### src/hw/rtl/lrpa_pkg.sv
// Package of the LED ring point animator: sizes, constants, word types and helpers.
// Depends on nothing; every module of the block imports it.
`timescale 1ns / 1ps

package lrpa_pkg;

  localparam int NUM_LEDS       = 18;
  localparam int NUM_POINTS     = 5;
  localparam int FRAC_BITS      = 12;
  localparam int NUM_COLOR_REGS = 5;

  localparam int LED_W     = 5;
  localparam int PT_W      = 3;
  localparam int CFG_IDX_W = 3;
  localparam int COLOR_W   = 24;
  localparam int POS_W     = 17;
  localparam int VEL_W     = 12;
  localparam int ACC_W     = 11;
  localparam int DIV_W     = 16;
  localparam int DIV_CNT_W = 4;
  localparam int D_W       = FRAC_BITS + 2;
  localparam int PROD_W    = 8 + D_W;

  localparam int ONE_LED    = 1 << FRAC_BITS;
  localparam int RADIUS     = 3 << FRAC_BITS;
  localparam int RING_LEN   = NUM_LEDS << FRAC_BITS;
  localparam int VEL_MAX    = ONE_LED / 3;
  localparam int TIME_SCALE = 45;
  localparam int SPAN       = 7;
  localparam int SPAN_W     = 3;
  // Division by three of a value below 1024: multiply by 683, shift by 11.
  localparam int RECIP3     = 683;
  localparam int RECIP_SH   = 11;

  localparam logic [1:0] MODE_OFF  = 2'd0;
  localparam logic [1:0] MODE_ON   = 2'd1;
  localparam logic [1:0] MODE_SPIN = 2'd2;
  localparam logic [1:0] MODE_BAD  = 2'd3;

  localparam logic [COLOR_W-1:0] COLOR_RST [NUM_COLOR_REGS] =
    '{24'hFFFFFF, 24'hFFFF00, 24'h00FF00, 24'h0000FF, 24'h00FFDD};

  typedef struct packed {
    logic [1:0]        mode;
    logic [15:0]       dt_ms;
    logic signed [7:0] accel_0;
    logic signed [7:0] accel_1;
    logic signed [7:0] accel_2;
    logic signed [7:0] accel_3;
    logic signed [7:0] accel_4;
  } in_word_t;

  typedef struct packed {
    logic [LED_W-1:0] led_index;
    logic [7:0]       red;
    logic [7:0]       green;
    logic [7:0]       blue;
    logic             frame_last;
  } out_word_t;

  typedef struct packed {
    logic             start;
    logic [DIV_W-1:0] num;
    logic [DIV_W-1:0] den;
  } div_req_t;

  typedef struct packed {
    logic             done;
    logic [DIV_W-1:0] quo;
  } div_rsp_t;

  // Reset position of point i: i * ring length / number of points.
  function automatic logic [POS_W-1:0] pos_rst(input int i);
    int v;
    v = ((i * NUM_LEDS) << FRAC_BITS) / NUM_POINTS;
    return POS_W'(v);
  endfunction

  // Acceleration of point i; point i uses input i mod 5.
  function automatic logic signed [7:0] accel_of(input in_word_t w,
                                                 input logic [PT_W-1:0] i);
    logic signed [7:0] a;
    unique case (i)
      3'd1:    a = w.accel_1;
      3'd2:    a = w.accel_2;
      3'd3:    a = w.accel_3;
      3'd4:    a = w.accel_4;
      3'd5:    a = w.accel_0;
      3'd6:    a = w.accel_1;
      3'd7:    a = w.accel_2;
      default: a = w.accel_0;
    endcase
    return a;
  endfunction

  function automatic logic [7:0] sat8(input logic [ACC_W-1:0] v);
    return (|v[ACC_W-1:8]) ? 8'hFF : v[7:0];
  endfunction

endpackage

### src/hw/rtl/lrpa_div.sv
// Restoring unsigned divider, one quotient bit per cycle.
// Depends on lrpa_pkg for the request and response types.
`timescale 1ns / 1ps

module lrpa_div (
  input  logic               clk_i,
  input  logic               rst_ni,
  input  lrpa_pkg::div_req_t req_i,
  output lrpa_pkg::div_rsp_t rsp_o
);
  import lrpa_pkg::*;

  logic                 busy_q, done_q;
  logic [DIV_CNT_W-1:0] cnt_q;
  logic [DIV_W-1:0]     quo_q, den_q;
  logic [DIV_W:0]       rem_q;
  logic [DIV_W:0]       rem_sh;
  logic [DIV_W+1:0]     diff;

  assign rem_sh = {rem_q[DIV_W-1:0], quo_q[DIV_W-1]};
  assign diff   = {1'b0, rem_sh} - {2'b00, den_q};

  always_ff @(posedge clk_i or negedge rst_ni) begin
    if (!rst_ni) begin
      busy_q <= 1'b0;
      done_q <= 1'b0;
      cnt_q  <= '0;
    end else begin
      done_q <= 1'b0;
      if (req_i.start) begin
        busy_q <= 1'b1;
        cnt_q  <= '0;
      end else if (busy_q) begin
        cnt_q <= cnt_q + 1'b1;
        if (cnt_q == DIV_CNT_W'(DIV_W - 1)) begin
          busy_q <= 1'b0;
          done_q <= 1'b1;
        end
      end
    end
  end

  always_ff @(posedge clk_i) begin
    if (req_i.start) begin
      quo_q <= req_i.num;
      den_q <= req_i.den;
      rem_q <= '0;
    end else if (busy_q) begin
      if (!diff[DIV_W+1]) begin
        rem_q <= diff[DIV_W:0];
        quo_q <= {quo_q[DIV_W-2:0], 1'b1};
      end else begin
        rem_q <= rem_sh;
        quo_q <= {quo_q[DIV_W-2:0], 1'b0};
      end
    end
  end

  assign rsp_o.done = done_q;
  assign rsp_o.quo  = quo_q;

endmodule

### src/hw/rtl/led_ring_point_animator_core.sv
// Top level of the LED ring point animator: sequencer, point state and pixel memory.
// Depends on lrpa_pkg and the divider lrpa_div.
`timescale 1ns / 1ps

//  channel | signals                              | moves
//  --------+--------------------------------------+-------------------------------
//  cfg     | cfg_we_i, cfg_index_i, cfg_wdata_i   | one color register per write
//  in      | in_valid_i, in_ready_o, in_data_i    | one tick word (mode, dt, accels)
//  out     | out_valid_o, out_ready_i, out_data_o | one pixel word, 18 per frame
//
// A mode change reads each pixel from the memory, then loads it into the output word.
// A spin tick runs two 16-bit divisions per point in the divider, clears the pixel
// memory, walks 7 ring positions per point (geometry, then memory read, two products
// and write back for those in reach), then sends the frame.
// After reset the block clears the pixel memory and renders the reset points, and holds
// in_ready_o low meanwhile. A stalled output word holds the frame sequencer.

module led_ring_point_animator_core (
  input  logic                               clk_i,
  input  logic                               rst_ni,
  input  logic                               cfg_we_i,
  input  logic [lrpa_pkg::CFG_IDX_W-1:0]     cfg_index_i,
  input  logic [lrpa_pkg::COLOR_W-1:0]       cfg_wdata_i,
  input  logic                               in_valid_i,
  output logic                               in_ready_o,
  input  lrpa_pkg::in_word_t                 in_data_i,
  output logic                               out_valid_o,
  input  logic                               out_ready_i,
  output lrpa_pkg::out_word_t                out_data_o
);
  import lrpa_pkg::*;

  typedef enum logic [12:0] {
    ST_IDLE = 13'b0000000000001,
    ST_WALK = 13'b0000000000010,
    ST_DV   = 13'b0000000000100,
    ST_DP   = 13'b0000000001000,
    ST_CLR  = 13'b0000000010000,
    ST_R0   = 13'b0000000100000,
    ST_R1   = 13'b0000001000000,
    ST_R2   = 13'b0000010000000,
    ST_R3   = 13'b0000100000000,
    ST_R4   = 13'b0001000000000,
    ST_ERD  = 13'b0010000000000,
    ST_ELD  = 13'b0100000000000,
    ST_EXX  = 13'b1000000000000
  } state_e;

  localparam logic signed [POS_W+1:0] RING_S = (POS_W+2)'(RING_LEN);
  localparam logic signed [13:0]      VMAX_S = 14'(VEL_MAX);

  // Control state.
  state_e            state_q, state_d;
  logic              init_q, init_d;
  logic [PT_W-1:0]   pt_q, pt_d;
  logic [SPAN_W-1:0] j_q, j_d;
  logic [LED_W-1:0]  eidx_q, eidx_d;
  logic [1:0]        prev_mode_q, prev_mode_d;
  logic              black_q, black_d;
  logic              out_valid_q, out_valid_d;

  logic [COLOR_W-1:0]      color_q [NUM_COLOR_REGS];
  logic signed [VEL_W-1:0] vel_q [NUM_POINTS];
  logic [POS_W-1:0]        pos_q [NUM_POINTS];

  // Data path registers.
  in_word_t              in_q;
  logic [D_W-1:0]        d_q;
  logic [LED_W-1:0]      led_q;
  logic                  ok_q;
  logic [PROD_W-1:0]     prod_q [3];
  logic [7:0]            c1_q [3];
  logic [3*ACC_W-1:0]    rd_q;
  out_word_t             out_q;
  logic [3*ACC_W-1:0]    mem [NUM_LEDS];

  // Strobes.
  logic in_ld, vel_we, pos_we, geo_ld, prod_ld, c1_ld, prod2_ld, out_ld;
  logic mem_we, mem_re;
  logic [LED_W-1:0]   mem_waddr, mem_raddr;
  logic [3*ACC_W-1:0] mem_wdata;

  div_req_t div_req;
  div_rsp_t div_rsp;

  lrpa_div u_div (
    .clk_i  (clk_i),
    .rst_ni (rst_ni),
    .req_i  (div_req),
    .rsp_o  (div_rsp)
  );

  // Walk arithmetic: velocity and position updates of point pt_q.
  logic [15:0]             dt_eff;
  logic signed [7:0]       acc;
  logic [7:0]              acc_mag;
  logic [DIV_W-1:0]        a_num, v_num;
  logic signed [13:0]      sdv, vsum;
  logic signed [VEL_W-1:0] vclamp, vneg;
  logic [10:0]             vmag;
  logic signed [POS_W:0]   sdp;
  logic signed [POS_W+1:0] psum;
  logic [POS_W-1:0]        pos_new;

  always_comb begin
    dt_eff  = (in_q.dt_ms == 16'd0) ? 16'd1 : in_q.dt_ms;
    acc     = accel_of(in_q, pt_q);
    acc_mag = acc[7] ? 8'(-acc) : acc;
    a_num   = {8'b0, acc_mag} * 16'(TIME_SCALE);
    sdv     = acc[7] ? -$signed({1'b0, div_rsp.quo[12:0]}) : $signed({1'b0, div_rsp.quo[12:0]});
    vsum    = $signed({{(14-VEL_W){vel_q[pt_q][VEL_W-1]}}, vel_q[pt_q]}) + sdv;
    if (vsum > VMAX_S) begin
      vclamp = VEL_W'(VMAX_S);
    end else if (vsum < -VMAX_S) begin
      vclamp = VEL_W'(-VMAX_S);
    end else begin
      vclamp = vsum[VEL_W-1:0];
    end
    vneg  = -vclamp;
    vmag  = vclamp[VEL_W-1] ? vneg[10:0] : vclamp[10:0];
    v_num = {5'b0, vmag} * 16'(TIME_SCALE);
    // The velocity was already updated, so its sign sets the direction.
    sdp   = vel_q[pt_q][VEL_W-1] ? -$signed({2'b0, div_rsp.quo})
                                 : $signed({2'b0, div_rsp.quo});
    psum  = $signed({2'b0, pos_q[pt_q]}) + $signed({sdp[POS_W], sdp});
    if (psum < 0) begin
      psum = psum + RING_S;
    end else if (psum > RING_S) begin
      psum = psum - RING_S;
    end
    pos_new = psum[POS_W-1:0];
  end

  // Render geometry of ring position j_q around point pt_q.
  logic [POS_W-1:0]          gp;
  logic signed [3:0]         jm3;
  logic signed [FRAC_BITS+3:0] gdiff, gdist, gd;
  logic signed [6:0]         li;
  logic [COLOR_W-1:0]        col;

  always_comb begin
    gp    = pos_q[pt_q];
    jm3   = $signed({1'b0, j_q}) - 4'sd3;
    gdiff = $signed({jm3, {FRAC_BITS{1'b0}}}) - $signed({4'b0, gp[FRAC_BITS-1:0]});
    gdist = gdiff[FRAC_BITS+3] ? -gdiff : gdiff;
    gd    = (FRAC_BITS+4)'(RADIUS) - gdist;
    li    = $signed({2'b0, gp[POS_W-1:FRAC_BITS]}) + $signed({4'b0, j_q}) - 7'sd3;
    if (li < 0) begin
      li = li + 7'(NUM_LEDS);
    end else if (li >= 7'(NUM_LEDS)) begin
      li = li - 7'(NUM_LEDS);
    end
    col = init_q ? COLOR_RST[pt_q] : color_q[pt_q];
  end

  // Channel weight: c * (d / R) squared, each step computed as ((x * d) >> FRAC_BITS) / 3.
  logic [7:0]          c2 [3];
  logic [3*ACC_W-1:0]  sum_row;
  logic [9:0]          q1 [3];
  logic [9:0]          q2 [3];
  logic [19:0]         r1 [3];
  logic [19:0]         r2 [3];

  always_comb begin
    for (int ch = 0; ch < 3; ch++) begin
      q1[ch] = prod_q[ch][PROD_W-1:FRAC_BITS];
      r1[ch] = {10'b0, q1[ch]} * 20'(RECIP3);
      q2[ch] = prod_q[ch][PROD_W-1:FRAC_BITS];
      r2[ch] = {10'b0, q2[ch]} * 20'(RECIP3);
      c2[ch] = 8'(r2[ch] >> RECIP_SH);
      sum_row[(2-ch)*ACC_W +: ACC_W] = rd_q[(2-ch)*ACC_W +: ACC_W] + {3'b0, c2[ch]};
    end
  end

  // Sequencer.
  always_comb begin
    state_d     = state_q;
    init_d      = init_q;
    pt_d        = pt_q;
    j_d         = j_q;
    eidx_d      = eidx_q;
    prev_mode_d = prev_mode_q;
    black_d     = black_q;
    in_ld       = 1'b0;
    vel_we      = 1'b0;
    pos_we      = 1'b0;
    geo_ld      = 1'b0;
    prod_ld     = 1'b0;
    c1_ld       = 1'b0;
    prod2_ld    = 1'b0;
    out_ld      = 1'b0;
    mem_we      = 1'b0;
    mem_re      = 1'b0;
    mem_waddr   = eidx_q;
    mem_raddr   = eidx_q;
    mem_wdata   = '0;
    div_req     = '0;
    div_req.den = dt_eff;
    div_req.num = a_num;

    unique case (state_q)
      ST_IDLE: begin
        if (in_valid_i) begin
          priority if (in_data_i.mode == MODE_BAD) begin
            state_d = ST_IDLE;
          end else if (in_data_i.mode != prev_mode_q) begin
            prev_mode_d = in_data_i.mode;
            black_d     = (in_data_i.mode == MODE_OFF);
            eidx_d      = '0;
            state_d     = ST_ERD;
          end else if (in_data_i.mode == MODE_SPIN) begin
            in_ld   = 1'b1;
            pt_d    = '0;
            state_d = ST_WALK;
          end else begin
            state_d = ST_IDLE;
          end
        end
      end
      ST_WALK: begin
        div_req.start = 1'b1;
        state_d       = ST_DV;
      end
      ST_DV: begin
        if (div_rsp.done) begin
          vel_we        = 1'b1;
          div_req.start = 1'b1;
          div_req.num   = v_num;
          state_d       = ST_DP;
        end
      end
      ST_DP: begin
        if (div_rsp.done) begin
          pos_we = 1'b1;
          if (pt_q == PT_W'(NUM_POINTS - 1)) begin
            pt_d    = '0;
            eidx_d  = '0;
            state_d = ST_CLR;
          end else begin
            pt_d    = pt_q + 1'b1;
            state_d = ST_WALK;
          end
        end
      end
      ST_CLR: begin
        mem_we = 1'b1;
        if (eidx_q == LED_W'(NUM_LEDS - 1)) begin
          eidx_d  = '0;
          pt_d    = '0;
          j_d     = '0;
          state_d = ST_R0;
        end else begin
          eidx_d = eidx_q + 1'b1;
        end
      end
      ST_R0: begin
        geo_ld  = 1'b1;
        state_d = ST_R1;
      end
      ST_R1, ST_R4: begin
        if (state_q == ST_R1 && ok_q) begin
          mem_re    = 1'b1;
          mem_raddr = led_q;
          prod_ld   = 1'b1;
          state_d   = ST_R2;
        end else begin
          if (state_q == ST_R4) begin
            mem_we    = 1'b1;
            mem_waddr = led_q;
            mem_wdata = sum_row;
          end
          if (j_q == SPAN_W'(SPAN - 1)) begin
            j_d = '0;
            if (pt_q == PT_W'(NUM_POINTS - 1)) begin
              pt_d   = '0;
              eidx_d = '0;
              init_d = 1'b0;
              state_d = init_q ? ST_IDLE : ST_ERD;
            end else begin
              pt_d    = pt_q + 1'b1;
              state_d = ST_R0;
            end
          end else begin
            j_d     = j_q + 1'b1;
            state_d = ST_R0;
          end
        end
      end
      ST_R2: begin
        c1_ld   = 1'b1;
        state_d = ST_R3;
      end
      ST_R3: begin
        prod2_ld = 1'b1;
        state_d  = ST_R4;
      end
      ST_ERD: begin
        mem_re  = 1'b1;
        state_d = ST_ELD;
      end
      ST_ELD: begin
        if (!out_valid_q || out_ready_i) begin
          out_ld = 1'b1;
          if (eidx_q == LED_W'(NUM_LEDS - 1)) begin
            state_d = ST_IDLE;
          end else begin
            eidx_d  = eidx_q + 1'b1;
            state_d = ST_ERD;
          end
        end
      end
      default: begin
        state_d = ST_IDLE;
      end
    endcase

    if (out_ld) begin
      out_valid_d = 1'b1;
    end else if (out_ready_i) begin
      out_valid_d = 1'b0;
    end else begin
      out_valid_d = out_valid_q;
    end
  end

  // Control and point state. Reset starts with a render of the reset points.
  always_ff @(posedge clk_i or negedge rst_ni) begin
    if (!rst_ni) begin
      state_q     <= ST_CLR;
      init_q      <= 1'b1;
      pt_q        <= '0;
      j_q         <= '0;
      eidx_q      <= '0;
      prev_mode_q <= MODE_ON;
      black_q     <= 1'b0;
      out_valid_q <= 1'b0;
      for (int i = 0; i < NUM_COLOR_REGS; i++) begin
        color_q[i] <= COLOR_RST[i];
      end
      for (int i = 0; i < NUM_POINTS; i++) begin
        vel_q[i] <= '0;
        pos_q[i] <= pos_rst(i);
      end
    end else begin
      state_q     <= state_d;
      init_q      <= init_d;
      pt_q        <= pt_d;
      j_q         <= j_d;
      eidx_q      <= eidx_d;
      prev_mode_q <= prev_mode_d;
      black_q     <= black_d;
      out_valid_q <= out_valid_d;
      if (cfg_we_i && (cfg_index_i < CFG_IDX_W'(NUM_COLOR_REGS))) begin
        color_q[cfg_index_i] <= cfg_wdata_i;
      end
      if (vel_we) begin
        vel_q[pt_q] <= vclamp;
      end
      if (pos_we) begin
        pos_q[pt_q] <= pos_new;
      end
    end
  end

  // Data path registers; at most one multiplication between any two of them.
  always_ff @(posedge clk_i) begin
    if (in_ld) begin
      in_q <= in_data_i;
    end
    if (geo_ld) begin
      d_q   <= gd[D_W-1:0];
      led_q <= li[LED_W-1:0];
      ok_q  <= (gd > 0);
    end
    for (int ch = 0; ch < 3; ch++) begin
      if (prod_ld) begin
        prod_q[ch] <= col[(2-ch)*8 +: 8] * d_q;
      end
      if (c1_ld) begin
        c1_q[ch] <= 8'(r1[ch] >> RECIP_SH);
      end
      if (prod2_ld) begin
        prod_q[ch] <= c1_q[ch] * d_q;
      end
    end
    if (out_ld) begin
      out_q.led_index  <= eidx_q;
      out_q.red        <= black_q ? 8'h00 : sat8(rd_q[2*ACC_W +: ACC_W]);
      out_q.green      <= black_q ? 8'h00 : sat8(rd_q[ACC_W +: ACC_W]);
      out_q.blue       <= black_q ? 8'h00 : sat8(rd_q[0 +: ACC_W]);
      out_q.frame_last <= (eidx_q == LED_W'(NUM_LEDS - 1));
    end
  end

  // Pixel memory: three channel sums per LED, registered read.
  always_ff @(posedge clk_i) begin
    if (mem_we) begin
      mem[mem_waddr] <= mem_wdata;
    end
    if (mem_re) begin
      rd_q <= mem[mem_raddr];
    end
  end

  assign in_ready_o  = (state_q == ST_IDLE);
  assign out_valid_o = out_valid_q;
  assign out_data_o  = out_q;

endmodule

### config.mk
export PLATFORM = sky130hd
export DESIGN_NAME = led_ring_point_animator_core
export DESIGN_NICKNAME = d
export VERILOG_FILES = /design/src/hw/rtl/lrpa_pkg.sv /design/src/hw/rtl/lrpa_div.sv /design/src/hw/rtl/led_ring_point_animator_core.sv
export SDC_FILE = /design/constraint.sdc
export NUM_CORES = 2
export LEC_CHECK = 0
export ABC_AREA = 1
export BUFFER_PORTS_ARGS = -buffer_cell sky130_fd_sc_hd__buf_2
export CAP_MARGIN = 20
export CORE_ASPECT_RATIO = 1.2
export CORE_MARGIN = 5
export CORE_UTILIZATION = 55
export CTS_BUF_LIST = sky130_fd_sc_hd__clkbuf_4
export CTS_CLUSTER_SIZE = 10
export DETAILED_ROUTE_END_ITERATION = 7
export PLACE_DENSITY_LB_ADDON = 0.3
export REMOVE_ABC_BUFFERS = 1
export SYNTH_ARGS = -nofsm -noshare
export SYNTH_HDL_FRONTEND = slang
export SYNTH_SLANG_ARGS = --single-unit
### constraint.sdc
create_clock -name clk_i -period 15.6 [get_ports clk_i]
set_input_delay 1.56 -clock clk_i [delete_from_list [all_inputs] [get_ports clk_i]]
set_output_delay 1.56 -clock clk_i [all_outputs]
set_load 0.02 [all_outputs]
==> metrics.md <==
| Metric | Value |
|---|---|
| Routed vias/inst | `roughly 5.7` |
| Setup repair bufs after CTS | `0` |
| Crit path depth | `52` |
| Total CTS buffers | `298` |
| Number of synthesized flops with an enable pin | `approximately 820` |
| Clock tree from TritonCTS | `built` |
| Count leader, synth | `nand2_1` |
| Most instantiated cells after synthesis | `nand2_1 (1,752), inv_1 (1,246), edfxtp_1 (819)` |
| GRT Util Overall | `0.2749` |
| Max-slew headroom | `0.2392` |
| Synth area leader | `edfxtp_1` |
| Initial DRC count | `between 5k and 6k` |
| Fmax | `~0.09 GHz` |
| Bufs and invs on worst path | `8` |
| Max Fanout on Critical Path | `27` |
| Asr flop ratio synth | `0.2637` |
| Critical path's most frequent cell | `nand2_1` |
| VDD IR max | `between 0.1 and 0.15 mV` |
| CP max-delay cell | `dfrtp_1` |
| WS Path Type | `reg -> reg` |
| Synth area leaders | `edfxtp_1 (32%), fa_1 (13%), ha_1 (9.1%), nand2_1 (8.5%), dfrtp_1 (6.2%)` |
| Yosys cell types | `66` |
| Final cycle utilization of the critical path | `0.7209` |
| Avg Cell Area, Syn | `~9.3 sq um` |
| Port bufs | `approximately 120` |
| Gpl congestion | `~0.9` |
| Max Slew Vio Count | `0` |
| PostCTS Resize Cnt | `0` |
| Area grow syn2layout | `7.981%` |
| Area of the core | `~140,000 sq um` |
| Leakage | `40.09 nW` |
| Area of the multi-input gates | `between 30,000 and 40,000 sq um` |
| Hold buffers post-CTS | `0` |
| Pwr dens | `approximately 120 nW/um^2` |
| Gr ovfl total | `0` |
| Total number of yosys warnings | `0` |
| Clock Skew | `156.1 ps` |
| Overall power | `between 10 and 15 mW` |
| Tightest Hold Check Type | `in -> async` |
| Clock Latency Late Sink | `1300 ps` |
| Worst EP required | `roughly 17,000 ps` |
| Setup TNS Final | `0 ps` |
| Top Family by Delay on Critical Path | `simple AND/OR/NAND/NOR gates` |
| Pin count of the biggest net entering global routing | `177` |
| CTS Root Cell | `clkbuf_4` |
| Post-Syn Area | `77,450 sq um` |
| Register Area | `around 33,000 sq um` |
| Status | `complete, no violations` |
| Arr. time, crit path | `12,180 ps` |
| IO Count | `about 120` |
| CP endpoint kind | `register` |
| # DRC | `0` |
| CTS sink cnt | `between 1k and 1.5k` |
| First-pass GRT wire length | `325,200 microns` |
| Max-cap violations | `0` |
| Drt wl/cell | `19.53 microns` |
| Worst-path clk slew | `around 70 ps` |
| Worst-Margin Slew | `1141 ps` |
| Pre-antenna DRT Iters | `6` |
| Vias in the first global route | `~60k` |
| Die X | `352.6 microns` |
| Final setup viols | `0` |
| Initial antenna violation count | `7` |
| Fillers | `11.91k` |
| Setup ws final | `approximately 4400 ps` |
| RSZ-0062 raised after global routing | `false` |
| Die H | `between 400 and 500 microns` |
| CTS H-tree depth | `5` |
| Yosys reg bits | `roughly 1.1k` |
| Sequential area share after synthesis | `0.4200` |
| Die Footprint | `between 100,000 and 150,000 sq um` |
| Clock Tree Buf Depth | `4` |
| Share of layout cells above drive strength 1 | `0.1050` |
| DR vias | `slightly above 60k` |
| R2r worst-path depth | `52` |
| Final worst path period need | `about 11,000 ps` |
| Starting Density | `0.5547` |
| Dpl ws | `about 4700 ps` |
| Drt total wl | `a little over 200,000 microns` |
| HPWL Detailed | `roughly 140,000 microns` |
| Cell Rows | `150` |
| CP max stage delay | `approximately 960 ps` |
| DRT antenna net count | `0` |
| Final Hold Fails | `0` |
| Final #Nets | `approximately 9.7k` |
| Cell count after synthesis | `around 8.3k` |
| Share of the synthesized area in the top cell type | `0.3175` |
| Kind of start point of the critical path | `register` |
| Synth Flop Type | `edfxtp_1` |
logic make-up (layout without fill, tap and decap cells):
| family | after synthesis | after routing | share of synthesized area |
|---|---|---|---|
| multiplexers | 2 | 2 | 0.0002908 |
| XOR/XNOR | 143 | 143 | 0.01627 |
| adder cells (fa/ha/maj) | 1078 | 1078 | 0.2241 |
| AO/OA/AOI/OAI | 1391 | 1391 | 0.1034 |
| AND/OR/NAND/NOR | 2945 | 2945 | 0.1552 |
| flip-flops | 1134 | 1134 | 0.4200 |
| buffers and inverters | 1643 | 2011 | 0.08070 |
| other | 0 | 9 | 0 |
placed cells by master (no fill, tap or decap), types with 66 or more instances in the layout:
master    instances
xor2_1           91
edfxtp_1        819
nand3_1         237
o221ai_1        102
fa_1            516
nor2_1          697
nand4_1          88
clkbuf_4        433
ha_1            561
a21oi_1         265
buf_2           120
dfstp_2         107
o21ai_0         722
clkinv_1         66
dfrtp_1         192
nand2_1        1750
buf_4            94
inv_1          1245
metrics by stage:
stage | std cells | util | cell area, sq um | hold slack [ps]
after floorplan | 7973 | - | 76000 | 426.8
after global placement | 10010 | 0.5718 | 79850 | 442.0
after detailed placement | 10010 | 0.5719 | 79860 | 442.2
after CTS | 10520 | 0.5984 | 83550 | 207.0
final | 10540 | 0.5989 | 83630 | 343.3
after global routing | 10530 | 0.5988 | 83620 | 309.2
registers in the layout, indices dropped and copies added (netlist names), 2 cells and up:
| register | flops |
|---|---|
| j_q | 3 |
| state_q | 12 |
| led_q | 5 |
| u_div.rem_q | 16 |
| pos_q | 85 |
| pt_q | 3 |
| eidx_q | 5 |
| out_data_o | 30 |
| color_q | 120 |
| u_div.cnt_q | 4 |
| prev_mode_q | 2 |
| prod_q | 30 |
| u_div.den_q | 16 |
| mem | 594 |
| vel_q | 60 |
| rd_q | 33 |
| d_q | 14 |
| c1_q | 24 |
| in_q | 56 |
| u_div.quo_q | 16 |
power by group:
group          total (mW)  switching [mW]  leakage [nW]  internal (mW)
Clock                2.58            1.23          2.23           1.35
Sequential           3.58           0.104          12.6           3.47
Combinational        3.93            2.54          25.2           1.40
Total                10.1            3.87          40.1           6.22
worst paths after layout:
| path | from | end | slack [ps] |
|---|---|---|---|
| max reg2reg | pt_q[2]$_DFFE_PN0P_ | u_div.quo_q[15]$_DFFE_PP_ | 4350 |
| min | rst_ni | vel_q[52]$_DFFE_PN0P_ | 340 |
| min reg2reg | in_q[42]$_DFFE_PP_ | u_div.den_q[2]$_SDFFCE_PN0P_ | 440 |
| max | pt_q[2]$_DFFE_PN0P_ | u_div.quo_q[15]$_DFFE_PP_ | 4350 |
| max in group asynchronous | rst_ni | color_q[49]$_DFFE_PN0P_ | 13780 |
| min in group clk_i | in_q[42]$_DFFE_PP_ | u_div.den_q[2]$_SDFFCE_PN0P_ | 440 |
metal layers:
metal / track usage / wire (microns)
met5: 0 / 22
met4: 0.1216 / 8957
met3: 0.05122 / 16570
met2: 0.4692 / 100500
met1: 0.3429 / 79690
area by class of cell:
type,instances,share of cell area
multi-input cells,5559,0.4653
clock inverters,80,0.005296
well taps,1824,0.02729
clock buffers,433,0.03887
flip-flops and latches,1134,0.3890
diodes,9,0.0002693
repair buffers,218,0.01641
inverters,1280,0.05756
Note: power is estimated with default switching activity, not from simulation.
